==> config.mk <==
export PLATFORM = sky130hd
export DESIGN_NAME = keyed_priority_queue
export DESIGN_NICKNAME = d
export VERILOG_FILES = /design/src/kpq_pkg.sv /design/src/kpq_cell.sv /design/src/keyed_priority_queue.sv
export VERILOG_INCLUDE_DIRS = /design/src /design/src/src
export SDC_FILE = /design/constraint.sdc
export NUM_CORES = 1
export LEC_CHECK = 0
export BUFFER_PORTS_ARGS = -buffer_cell sky130_fd_sc_hd__buf_2
export CORE_MARGIN = 2
export CORE_UTILIZATION = 35
export CTS_CLUSTER_DIAMETER = 120
export DETAILED_ROUTE_END_ITERATION = 8
export PLACE_DENSITY_LB_ADDON = 0.12
export REMOVE_ABC_BUFFERS = 1
export SLEW_MARGIN = 20
export SYNTH_ARGS = -nofsm -noshare
export SYNTH_HDL_FRONTEND = slang
export SYNTH_HIERARCHICAL = 1
export SYNTH_SLANG_ARGS = --single-unit
==> constraint.sdc <==
create_clock -name clock -period 11 [get_ports clock]
set_clock_uncertainty 0.2 [all_clocks]
set_input_delay 0 -clock clock [delete_from_list [all_inputs] [get_ports clock]]
set_output_delay 0 -clock clock [all_outputs]
set_load 0.005 [all_outputs]
==> src/keyed_priority_queue_macros.svh <==
// assertion macros used by the keyed priority queue
`ifndef KEYED_PRIORITY_QUEUE_MACROS_SVH
`define KEYED_PRIORITY_QUEUE_MACROS_SVH

`ifndef NO_ASSERTIONS

// check that is switched off while reset is high
`define KPQ_ASSERT(lbl, clk, rst, prop, msg) \
   lbl: assert property (@(posedge clk) disable iff (rst) prop) else $error(msg);

// check that also runs during reset
`define KPQ_ASSERT_ALWAYS(lbl, clk, prop, msg) \
   lbl: assert property (@(posedge clk) prop) else $error(msg);

`else

`define KPQ_ASSERT(lbl, clk, rst, prop, msg)
`define KPQ_ASSERT_ALWAYS(lbl, clk, prop, msg)

`endif

`endif

==> src/kpq_pkg.sv <==
// types and codes of the keyed priority queue
package kpq_pkg;

   // operation codes on the request side
   typedef enum logic [1:0] {
      OP_INSERT = 2'd0,
      OP_POP    = 2'd1,
      OP_REMOVE = 2'd2,
      OP_LIST   = 2'd3
   } kpq_op_type;

   // status codes on the response side
   typedef enum logic [2:0] {
      ST_ADDED    = 3'd0,
      ST_DUP      = 3'd1,
      ST_POPPED   = 3'd2,
      ST_NOTFOUND = 3'd3,
      ST_REMOVED  = 3'd4,
      ST_EMPTY    = 3'd5,
      ST_LISTED   = 3'd6,
      ST_FULL     = 3'd7
   } kpq_status_type;

   // command broadcast to every cell
   typedef enum logic [2:0] {
      CELL_HOLD   = 3'd0,
      CELL_INSERT = 3'd1,
      CELL_POP    = 3'd2,
      CELL_REMOVE = 3'd3,
      CELL_ROTATE = 3'd4
   } kpq_cmd_type;

   typedef struct packed {
      kpq_cmd_type cmd;
   } kpq_ctrl_type;

   // flags handed from one cell to the next one down the chain
   typedef struct packed {
      logic valid;   // cell holds an entry
      logic stay;    // cell keeps its entry on insert
      logic hit;     // key matched at this cell or above
   } kpq_link_type;

   // controller states
   typedef enum logic [1:0] {
      S_IDLE = 2'd0,
      S_EXEC = 2'd1,
      S_LIST = 2'd2
   } kpq_state_type;

endpackage

==> src/kpq_cell.sv <==
// one storage cell of the sorted queue chain
module kpq_cell
   import kpq_pkg::*;
#(
   parameter int ID_BITS   = 16,
   parameter int PRIO_BITS = 8
) (
   input  logic                 clock,
   input  logic                 reset,
   input  kpq_ctrl_type         ctrl,
   input  logic [ID_BITS-1:0]   key,
   input  logic [PRIO_BITS-1:0] new_prio,
   input  logic [ID_BITS-1:0]   head_id,
   input  logic [PRIO_BITS-1:0] head_prio,
   input  kpq_link_type         prev_link,
   input  logic [ID_BITS-1:0]   prev_id,
   input  logic [PRIO_BITS-1:0] prev_prio,
   input  logic                 nxt_valid,
   input  logic [ID_BITS-1:0]   nxt_id,
   input  logic [PRIO_BITS-1:0] nxt_prio,
   output kpq_link_type         link,
   output logic [ID_BITS-1:0]   cell_id,
   output logic [PRIO_BITS-1:0] cell_prio
);

   logic                 valid_ff, valid_in;
   logic [ID_BITS-1:0]   id_ff, id_in;
   logic [PRIO_BITS-1:0] prio_ff, prio_in;
   logic                 stay, match;

   // local compares against the broadcast request
   assign stay  = valid_ff && !(prio_ff < new_prio);
   assign match = valid_ff && (id_ff == key);

   assign link.valid = valid_ff;
   assign link.stay  = stay;
   assign link.hit   = prev_link.hit | match;
   assign cell_id    = id_ff;
   assign cell_prio  = prio_ff;

   // next entry of this cell
   always_comb begin
      valid_in = valid_ff;
      id_in    = id_ff;
      prio_in  = prio_ff;
      case (ctrl.cmd)
         CELL_INSERT: begin
            if (!stay) begin
               if (prev_link.stay) begin
                  valid_in = 1'b1;
                  id_in    = key;
                  prio_in  = new_prio;
               end else begin
                  valid_in = prev_link.valid;
                  id_in    = prev_id;
                  prio_in  = prev_prio;
               end
            end
         end
         CELL_POP: begin
            valid_in = nxt_valid;
            id_in    = nxt_id;
            prio_in  = nxt_prio;
         end
         CELL_REMOVE: begin
            if (link.hit) begin
               valid_in = nxt_valid;
               id_in    = nxt_id;
               prio_in  = nxt_prio;
            end
         end
         CELL_ROTATE: begin
            if (nxt_valid) begin
               id_in   = nxt_id;
               prio_in = nxt_prio;
            end else if (valid_ff) begin
               id_in   = head_id;
               prio_in = head_prio;
            end
         end
         default: begin
         end
      endcase
   end

   // occupancy flag
   always_ff @(posedge clock) begin
      if (reset) begin
         valid_ff <= 1'b0;
      end else begin
         valid_ff <= valid_in;
      end
   end

   // entry payload
   always_ff @(posedge clock) begin
      id_ff   <= id_in;
      prio_ff <= prio_in;
   end

endmodule

==> src/keyed_priority_queue.sv <==
// keyed priority queue: chain of sorted cells with a controller and response register
// a request is accepted in idle and executed in exec, which loads the response register
// lists of two or more entries go on in S_LIST; every other request returns to idle from exec
// no request is taken outside idle; a response held by a low rsp_tready stalls the controller
// the chain updates with the response register load; list rotates it once per emitted entry
// reset (synchronous, active high) empties the queue and drops any pending response
`include "keyed_priority_queue_macros.svh"

module keyed_priority_queue
   import kpq_pkg::*;
#(
   parameter int DEPTH     = 16,
   parameter int ID_BITS   = 16,
   parameter int PRIO_BITS = 8,
   localparam int DATA_W   = ((ID_BITS + PRIO_BITS + 7) / 8) * 8
) (
   input  logic              clock,
   input  logic              reset,
   input  logic              req_tvalid,
   output logic              req_tready,
   input  logic [DATA_W-1:0] req_tdata,    // id, priority_req
   input  logic [1:0]        req_tuser,    // op
   output logic              rsp_tvalid,
   input  logic              rsp_tready,
   output logic [DATA_W-1:0] rsp_tdata,    // id_out, priority_out
   output logic [2:0]        rsp_tuser,    // status
   output logic              rsp_tlast
);

   localparam int CNT_W = $clog2(DEPTH + 1);

   // request and response registers
   kpq_op_type           op_ff, op_in;
   logic [ID_BITS-1:0]   key_ff, key_in;
   logic [PRIO_BITS-1:0] pri_ff, pri_in;
   logic                 rsp_valid_ff, rsp_valid_in;
   kpq_status_type       rsp_status_ff, rsp_status_in;
   logic [ID_BITS-1:0]   rsp_id_ff, rsp_id_in;
   logic [PRIO_BITS-1:0] rsp_prio_ff, rsp_prio_in;
   logic                 rsp_last_ff, rsp_last_in;

   kpq_state_type        state_ff, state_in;
   logic [CNT_W-1:0]     count_ff, count_in;
   logic [CNT_W-1:0]     idx_ff, idx_in;

   kpq_ctrl_type         ctrl;
   logic                 out_free, found, full, list_end;

   // cell chain wiring
   kpq_link_type         link_w [DEPTH];
   kpq_link_type         prev_link_w [DEPTH];
   logic [ID_BITS-1:0]   cell_id_w [DEPTH];
   logic [PRIO_BITS-1:0] cell_prio_w [DEPTH];
   logic [ID_BITS-1:0]   prev_id_w [DEPTH];
   logic [PRIO_BITS-1:0] prev_prio_w [DEPTH];
   logic                 nxt_valid_w [DEPTH];
   logic [ID_BITS-1:0]   nxt_id_w [DEPTH];
   logic [PRIO_BITS-1:0] nxt_prio_w [DEPTH];
   logic [DEPTH-1:0]     valid_vec;

   for (genvar i = 0; i < DEPTH; i++) begin : g_cell
      if (i == 0) begin : g_top
         assign prev_link_w[i] = '{valid: 1'b1, stay: 1'b1, hit: 1'b0};
         assign prev_id_w[i]   = '0;
         assign prev_prio_w[i] = '0;
      end else begin : g_mid
         assign prev_link_w[i] = link_w[i-1];
         assign prev_id_w[i]   = cell_id_w[i-1];
         assign prev_prio_w[i] = cell_prio_w[i-1];
      end
      if (i == DEPTH - 1) begin : g_tail
         assign nxt_valid_w[i] = 1'b0;
         assign nxt_id_w[i]    = '0;
         assign nxt_prio_w[i]  = '0;
      end else begin : g_body
         assign nxt_valid_w[i] = link_w[i+1].valid;
         assign nxt_id_w[i]    = cell_id_w[i+1];
         assign nxt_prio_w[i]  = cell_prio_w[i+1];
      end
      assign valid_vec[i] = link_w[i].valid;

      kpq_cell #(
         .ID_BITS   (ID_BITS),
         .PRIO_BITS (PRIO_BITS)
      ) u_cell (
         .clock     (clock),
         .reset     (reset),
         .ctrl      (ctrl),
         .key       (key_ff),
         .new_prio  (pri_ff),
         .head_id   (cell_id_w[0]),
         .head_prio (cell_prio_w[0]),
         .prev_link (prev_link_w[i]),
         .prev_id   (prev_id_w[i]),
         .prev_prio (prev_prio_w[i]),
         .nxt_valid (nxt_valid_w[i]),
         .nxt_id    (nxt_id_w[i]),
         .nxt_prio  (nxt_prio_w[i]),
         .link      (link_w[i]),
         .cell_id   (cell_id_w[i]),
         .cell_prio (cell_prio_w[i])
      );
   end

   assign found    = link_w[DEPTH-1].hit;
   assign full     = (count_ff == CNT_W'(DEPTH));
   assign out_free = !rsp_valid_ff || rsp_tready;
   assign list_end = (CNT_W'(idx_ff + 1'b1) == count_ff);

   // controller: next state, cell command and response load
   always_comb begin
      state_in      = state_ff;
      count_in      = count_ff;
      idx_in        = idx_ff;
      op_in         = op_ff;
      key_in        = key_ff;
      pri_in        = pri_ff;
      ctrl.cmd      = CELL_HOLD;
      req_tready    = 1'b0;
      rsp_valid_in  = rsp_valid_ff && !rsp_tready;
      rsp_status_in = rsp_status_ff;
      rsp_id_in     = rsp_id_ff;
      rsp_prio_in   = rsp_prio_ff;
      rsp_last_in   = rsp_last_ff;
      case (state_ff)
         S_IDLE: begin
            req_tready = 1'b1;
            if (req_tvalid) begin
               op_in    = kpq_op_type'(req_tuser);
               key_in   = req_tdata[ID_BITS-1:0];
               pri_in   = req_tdata[ID_BITS +: PRIO_BITS];
               state_in = S_EXEC;
            end
         end
         S_EXEC: begin
            if (out_free) begin
               rsp_valid_in = 1'b1;
               rsp_last_in  = 1'b1;
               rsp_id_in    = key_ff;
               rsp_prio_in  = '0;
               state_in     = S_IDLE;
               case (op_ff)
                  OP_INSERT: begin
                     if (found) begin
                        rsp_status_in = ST_DUP;
                     end else if (full) begin
                        rsp_status_in = ST_FULL;
                     end else begin
                        rsp_status_in = ST_ADDED;
                        ctrl.cmd      = CELL_INSERT;
                        count_in      = CNT_W'(count_ff + 1'b1);
                     end
                  end
                  OP_POP: begin
                     if (count_ff == '0) begin
                        rsp_status_in = ST_EMPTY;
                        rsp_id_in     = '0;
                     end else begin
                        rsp_status_in = ST_POPPED;
                        rsp_id_in     = cell_id_w[0];
                        rsp_prio_in   = cell_prio_w[0];
                        ctrl.cmd      = CELL_POP;
                        count_in      = CNT_W'(count_ff - 1'b1);
                     end
                  end
                  OP_REMOVE: begin
                     if (found) begin
                        rsp_status_in = ST_REMOVED;
                        ctrl.cmd      = CELL_REMOVE;
                        count_in      = CNT_W'(count_ff - 1'b1);
                     end else begin
                        rsp_status_in = ST_NOTFOUND;
                     end
                  end
                  default: begin
                     if (count_ff == '0) begin
                        rsp_status_in = ST_EMPTY;
                        rsp_id_in     = '0;
                     end else begin
                        rsp_status_in = ST_LISTED;
                        rsp_id_in     = cell_id_w[0];
                        rsp_prio_in   = cell_prio_w[0];
                        rsp_last_in   = (count_ff == CNT_W'(1));
                        ctrl.cmd      = CELL_ROTATE;
                        idx_in        = CNT_W'(1);
                        if (count_ff != CNT_W'(1)) begin
                           state_in = S_LIST;
                        end
                     end
                  end
               endcase
            end
         end
         S_LIST: begin
            if (out_free) begin
               rsp_valid_in  = 1'b1;
               rsp_status_in = ST_LISTED;
               rsp_id_in     = cell_id_w[0];
               rsp_prio_in   = cell_prio_w[0];
               rsp_last_in   = list_end;
               ctrl.cmd      = CELL_ROTATE;
               idx_in        = CNT_W'(idx_ff + 1'b1);
               if (list_end) begin
                  state_in = S_IDLE;
               end
            end
         end
         default: begin
            state_in = S_IDLE;
         end
      endcase
   end

   // control registers
   always_ff @(posedge clock) begin
      if (reset) begin
         state_ff     <= S_IDLE;
         count_ff     <= '0;
         idx_ff       <= '0;
         rsp_valid_ff <= 1'b0;
      end else begin
         state_ff     <= state_in;
         count_ff     <= count_in;
         idx_ff       <= idx_in;
         rsp_valid_ff <= rsp_valid_in;
      end
   end

   // request and response payload
   always_ff @(posedge clock) begin
      op_ff         <= op_in;
      key_ff        <= key_in;
      pri_ff        <= pri_in;
      rsp_status_ff <= rsp_status_in;
      rsp_id_ff     <= rsp_id_in;
      rsp_prio_ff   <= rsp_prio_in;
      rsp_last_ff   <= rsp_last_in;
   end

   assign rsp_tvalid = rsp_valid_ff;
   assign rsp_tuser  = rsp_status_ff;
   assign rsp_tdata  = DATA_W'({rsp_prio_ff, rsp_id_ff});
   assign rsp_tlast  = rsp_last_ff;

   // occupied cells always form a prefix of the chain matching the count
   logic [DEPTH:0] thermo_w;
   logic           cells_ok, head_ok, single_rsp, in_list;
   assign thermo_w   = ((DEPTH + 1)'(1) << count_ff) - (DEPTH + 1)'(1);
   assign cells_ok   = (valid_vec == thermo_w[DEPTH-1:0]);
   // head not below its neighbor while the chain is in sorted order
   assign head_ok    = !valid_vec[1] || (cell_prio_w[0] >= cell_prio_w[1]);
   assign single_rsp = rsp_tvalid && (rsp_tuser != ST_LISTED);
   assign in_list    = (state_ff == S_LIST);

   `KPQ_ASSERT(a_cells_match_count, clock, reset, cells_ok, "cell valids disagree with count")
   `KPQ_ASSERT(a_count_bound, clock, reset, count_ff <= CNT_W'(DEPTH), "count exceeds depth")
   `KPQ_ASSERT(a_single_last, clock, reset, single_rsp |-> rsp_tlast, "single response lacks last")
   `KPQ_ASSERT(a_list_index, clock, reset, in_list |-> idx_ff < count_ff, "list index past count")
   `KPQ_ASSERT(a_head_order, clock, reset, !in_list |-> head_ok, "head out of order")
   `KPQ_ASSERT_ALWAYS(a_reset_clears, clock, reset |=> !rsp_tvalid, "valid after reset")

endmodule
# Word-level counts from Yosys, hierarchy flattened
# Cells that the tools add are included.
# W data, S select, Z words.
# word_totals
reg_bits	467
in_bits	30
word_cells	581
# op_classes
add_sub_neg	3
order_cmp	16
n_eq_ne	86
muxes	303
bitwise	15
n_reduce_logical	99
# ops
cell	n
$mux W16	81
$pmux W16 S4	16
$mux W8	81
$pmux W8 S4	16
$eq A16 B16 Y1	16
$lt A8 B8 Y1	16
$reduce_and A4 Y1	17
$mux W1	56
$ne A2 B2 Y1 const B	27
$reduce_and A3 Y1	17
$pmux W1 S3	16
$ne A3 B1 Y1 const B	14
$mux W5	8
$ne A2 B1 Y1 const B	17
$logic_and A1 B1 Y1	33
$pmux W16 S2	1
$mux W3	9
$mux W2	10
$logic_not A1 Y1	18
$pmux W3 S3	2
$pmux W8 S2	1
$or A1 B1 Y1	15
$pmux W5 S3	1
$pmux W3 S2	2
other kinds (25)	32

# Longest topological paths before layout
# logic_depth
word_depth	24
depth_mapped	27

# Cells and area by module
# The synthesis kept the hierarchy.
# modules_own_cells
module	instances	cells_each	area_each_um2	seq_area_each_um2
kpq_cell at g_cell[0].u_cell ...	10	173	1836.8	740.7
kpq_cell at g_cell[4].u_cell ...	5	174	1890.6	740.7
keyed_priority_queue	1	225	3004.1	1881.8
kpq_cell at g_cell[3].u_cell	1	183	1874.3	740.7

# Least setup slack after synthesis
# Ideal clock, no wire load.
# synth_path
path_kind	register to register
start	register key_ff[8]
end	register g_cell[0].u_cell.id_ff[0] (enable)
setup_time_ns	0.413
t_arrival_ns	7.673
t_required_ns	10.387
setup_slack_ns	2.714
stages_incl_launch_ff	24
path_buffers	0
synth_period_minus_slack_ns	8.286
cell_sequence	edfxtp_1 -> xnor2_1 -> and2_2 -> a21o_1 -> a21o_1 -> a21o_1 -> a21o_1 -> a41o_1 -> a41o_1 -> a41o_1 -> a41o_1 -> a41o_1 -> a21o_1 -> a21o_1 -> a21o_1 -> a21o_1 -> a21o_1 -> a21o_1 -> a21o_1 -> or3b_1 -> a21oi_1 -> inv_1 -> o31a_1 -> a21oi_1
# synth_rtl
element	line	text
from (decl)	keyed_priority_queue.sv:34	logic [ID_BITS-1:0] key_ff, key_in;
from (signal assigned)	keyed_priority_queue.sv:232	key_ff <= key_in;
to (signal assigned)	kpq_cell.sv:97	id_ff <= id_in;
to (decl)	kpq_cell.sv:27	logic [ID_BITS-1:0] id_ff, id_in;

==> impl_metrics.json <==
{
  "postLayoutCoreUtil": 0.400,
  "grt_pass1_vias": 27400,
  "initial_core_util": 0.352,
  "cts_root_buffer": "clkbuf_16",
  "numCtsBuffers": 57,
  "drt-vias-per-instance": 6.05,
  "grt_max_degree": 71,
  "die_y_um": 310,
  "status": "completed",
  "cts_tree": "done",
  "drv_cap": 0,
  "ir_drop_v": 0.000116,
  "relSlewSlack": 0.230,
  "fp.coreArea_um2": 92900,
  "ctsHoldBuffers": 55,
  "drive_gt1_frac": 0.113,
  "area_growth_pct": 13.7,
  "worstPathRequired_ns": 11.18,
  "finalSetupTns_ns": 0,
  "rsz0062_at_grt": "no",
  "setup_viol_count_final": 0,
  "ys_warn_count": 6,
  "io_pins": 60,
  "critPathMaxFanout": 24,
  "synthesis.area_um2": 32700,
  "whs_ns": 0.0231,
  "postCtsSetupBuffers": 0,
  "grt_overflow": 0,
  "power_mw": 4.95,
  "grt_pass1_wl_um": 186000,
  "r2r_slack_ns": 2.68,
  "drc": 0,
  "slew_violations": 0,
  "ctsResizeCount": 0,
  "synthCells": 3007,
  "initialDrtViolationCount": 2459,
  "antenna_found_initial": 2,
  "cts_sinks": 467,
  "fmax_mhz": 120,
  "worst_pin_slew_ns": 1.15,
  "grtUsageTotal": 0.260,
  "fin_nets": 3316,
  "wl_per_cell_um": 28.4,
  "wl_um": 127000,
  "holdCritPathClass": "in2reg",
  "hold_viol_final": 0,
  "h-tree-depth": 2,
  "ant_nets": 0,
  "drt-pass1-iter-count": 6,
  "cp-end-kind": "flip-flop",
  "dieArea_um2": 95900,
  "cts_max_path_buffers": 3,
  "worst-endpoint-arrival_ns": 8.51,
  "synth.avg_cell_area_um2": 10.9,
  "place_hpwl_um": 85900,
  "clk_latency_ns": 0.67,
  "io_buffers": 59,
  "critPathLaunchType": "flip-flop",
  "power.density_nw_per_um2": 133,
  "row_count": 112,
  "via_count": 27000,
  "fin_crit_sh": 0.757,
  "die-width_um": 310,
  "leakagePower_nw": 13.3,
  "fin_crit_ns": 8.32,
  "place_congestion": 0.867,
  "setup.worst_path.class": "reg2reg",
  "clk_pin_slew_ns": 0.07
}
==> flip-flops by register name (all words and copies together), names as in the netlist <==
register                 cells
op_ff                        2
rsp_tlast                    1
key_ff                      16
idx_ff                       5
rsp_id_ff                   16
g_cell.u_cell/cell_id      256
rsp_tuser                    3
state_ff                     2
rsp_prio_ff                  8
g_cell.u_cell/cell_prio    128
g_cell.u_cell/valid_ff      16
rsp_tvalid                   1
pri_ff                       8
count_ff                     5
==> report_power, final <==
| part | total [mW] | internal [mW] | leakage (nW) | switching [mW] |
|---|---|---|---|---|
| logic | 0.820 | 0.318 | 8.13 | 0.501 |
| clock network | 1.99 | 1.16 | 0.941 | 0.834 |
| registers | 2.14 | 2.05 | 4.21 | 0.0827 |
==> per-stage QoR <==
stage	instances	cell area (um2)	setup slack (ns)
finish	4466	37200	2.68
global route	4465	37200	2.32
CTS	4465	37100	2.81
detailed placement	4302	34700	2.82
global placement	4302	34700	2.89
floorplan	2880	31900	2.71
==> layout make-up <==
cell class	count	area (um2)
diodes	1	2.50
clock buffers	67	1460
clock inverters	41	453
fillers	9025	55700
inverters	158	593
multi-input cells	2255	17700
flip-flops and latches	467	13700
well taps	1254	1570
repair buffers	223	1660
==> placed cells by master, fill, tap and decap left out, types with 11 or more instances in the layout <==
| cell type | n |
|---|---|
| a21o_1 | 33 |
| a21oi_1 | 30 |
| a21oi_2 | 12 |
| a221o_1 | 400 |
| a22o_1 | 27 |
| and2_1 | 14 |
| and3_1 | 11 |
| and3_4 | 16 |
| buf_2 | 59 |
| buf_4 | 109 |
| clkbuf_16 | 57 |
| clkinv_2 | 17 |
| conb_1 | 56 |
| dfxtp_1 | 29 |
| dlygate4sd3_1 | 55 |
| edfxtp_1 | 438 |
| ha_1 | 124 |
| inv_1 | 152 |
| mux2i_1 | 389 |
| nand2_1 | 52 |
| nand3_1 | 28 |
| nand4_1 | 44 |
| nor2_1 | 450 |
| nor3_1 | 25 |
| nor3b_1 | 22 |
| nor4_1 | 17 |
| o2111a_1 | 11 |
| o21ai_0 | 59 |
| o31a_1 | 11 |
| or3_1 | 13 |
| or4_1 | 14 |
| xnor2_1 | 241 |
| xor2_1 | 23 |
==> final timing paths <==
check / to / start / depth (start not counted)
setup / recovery: g_cell[0].u_cell/cell_id[12] / g_cell[0].u_cell/cell_id[9] / 27
hold / removal: key_ff[4] / req_tdata[4] / 2
setup reg to reg: g_cell[0].u_cell/cell_id[12] / g_cell[0].u_cell/cell_id[9] / 27
hold reg to reg: idx_ff[1] / idx_ff[1] / 2
==> critical path, cell delays in order (launching register included) <==
cell and delay (ns):
edfxtp_1 1.06, xnor2_1 0.14, nand4_1 0.15, nor4_1 0.12, a21o_1 0.22, a21o_1 0.18, a21o_1 0.19, a21o_1 0.16
a41o_1 0.26, a41o_1 0.30, a41o_1 0.30, a41o_1 0.28, a41o_1 0.31, a21o_1 0.20, a21o_1 0.20, a21o_1 0.20
a21o_1 0.18, a21o_1 0.16, a21o_1 0.16, a21o_1 0.26, or3b_1 0.46, a21oi_4 0.47, buf_4 0.38, inv_1 0.14
and3_1 0.20, nand2_1 0.07, nand2_1 0.53, a221o_1 0.51
==> metal layers <==
layer / part of all wire / GRT usage / routed length [um] / vias to the layer above
met4: 0.036 / 0.0954 / 4600 / 0
li1: - / - / - / 11900
met2: 0.48 / 0.445 / 61500 / 1079
met3: 0.063 / 0.0370 / 7940 / 274
met5: 0 / 0 / 0 / -
met1: 0.42 / 0.334 / 53000 / 13800
Power figures use the tool's default switching activity.
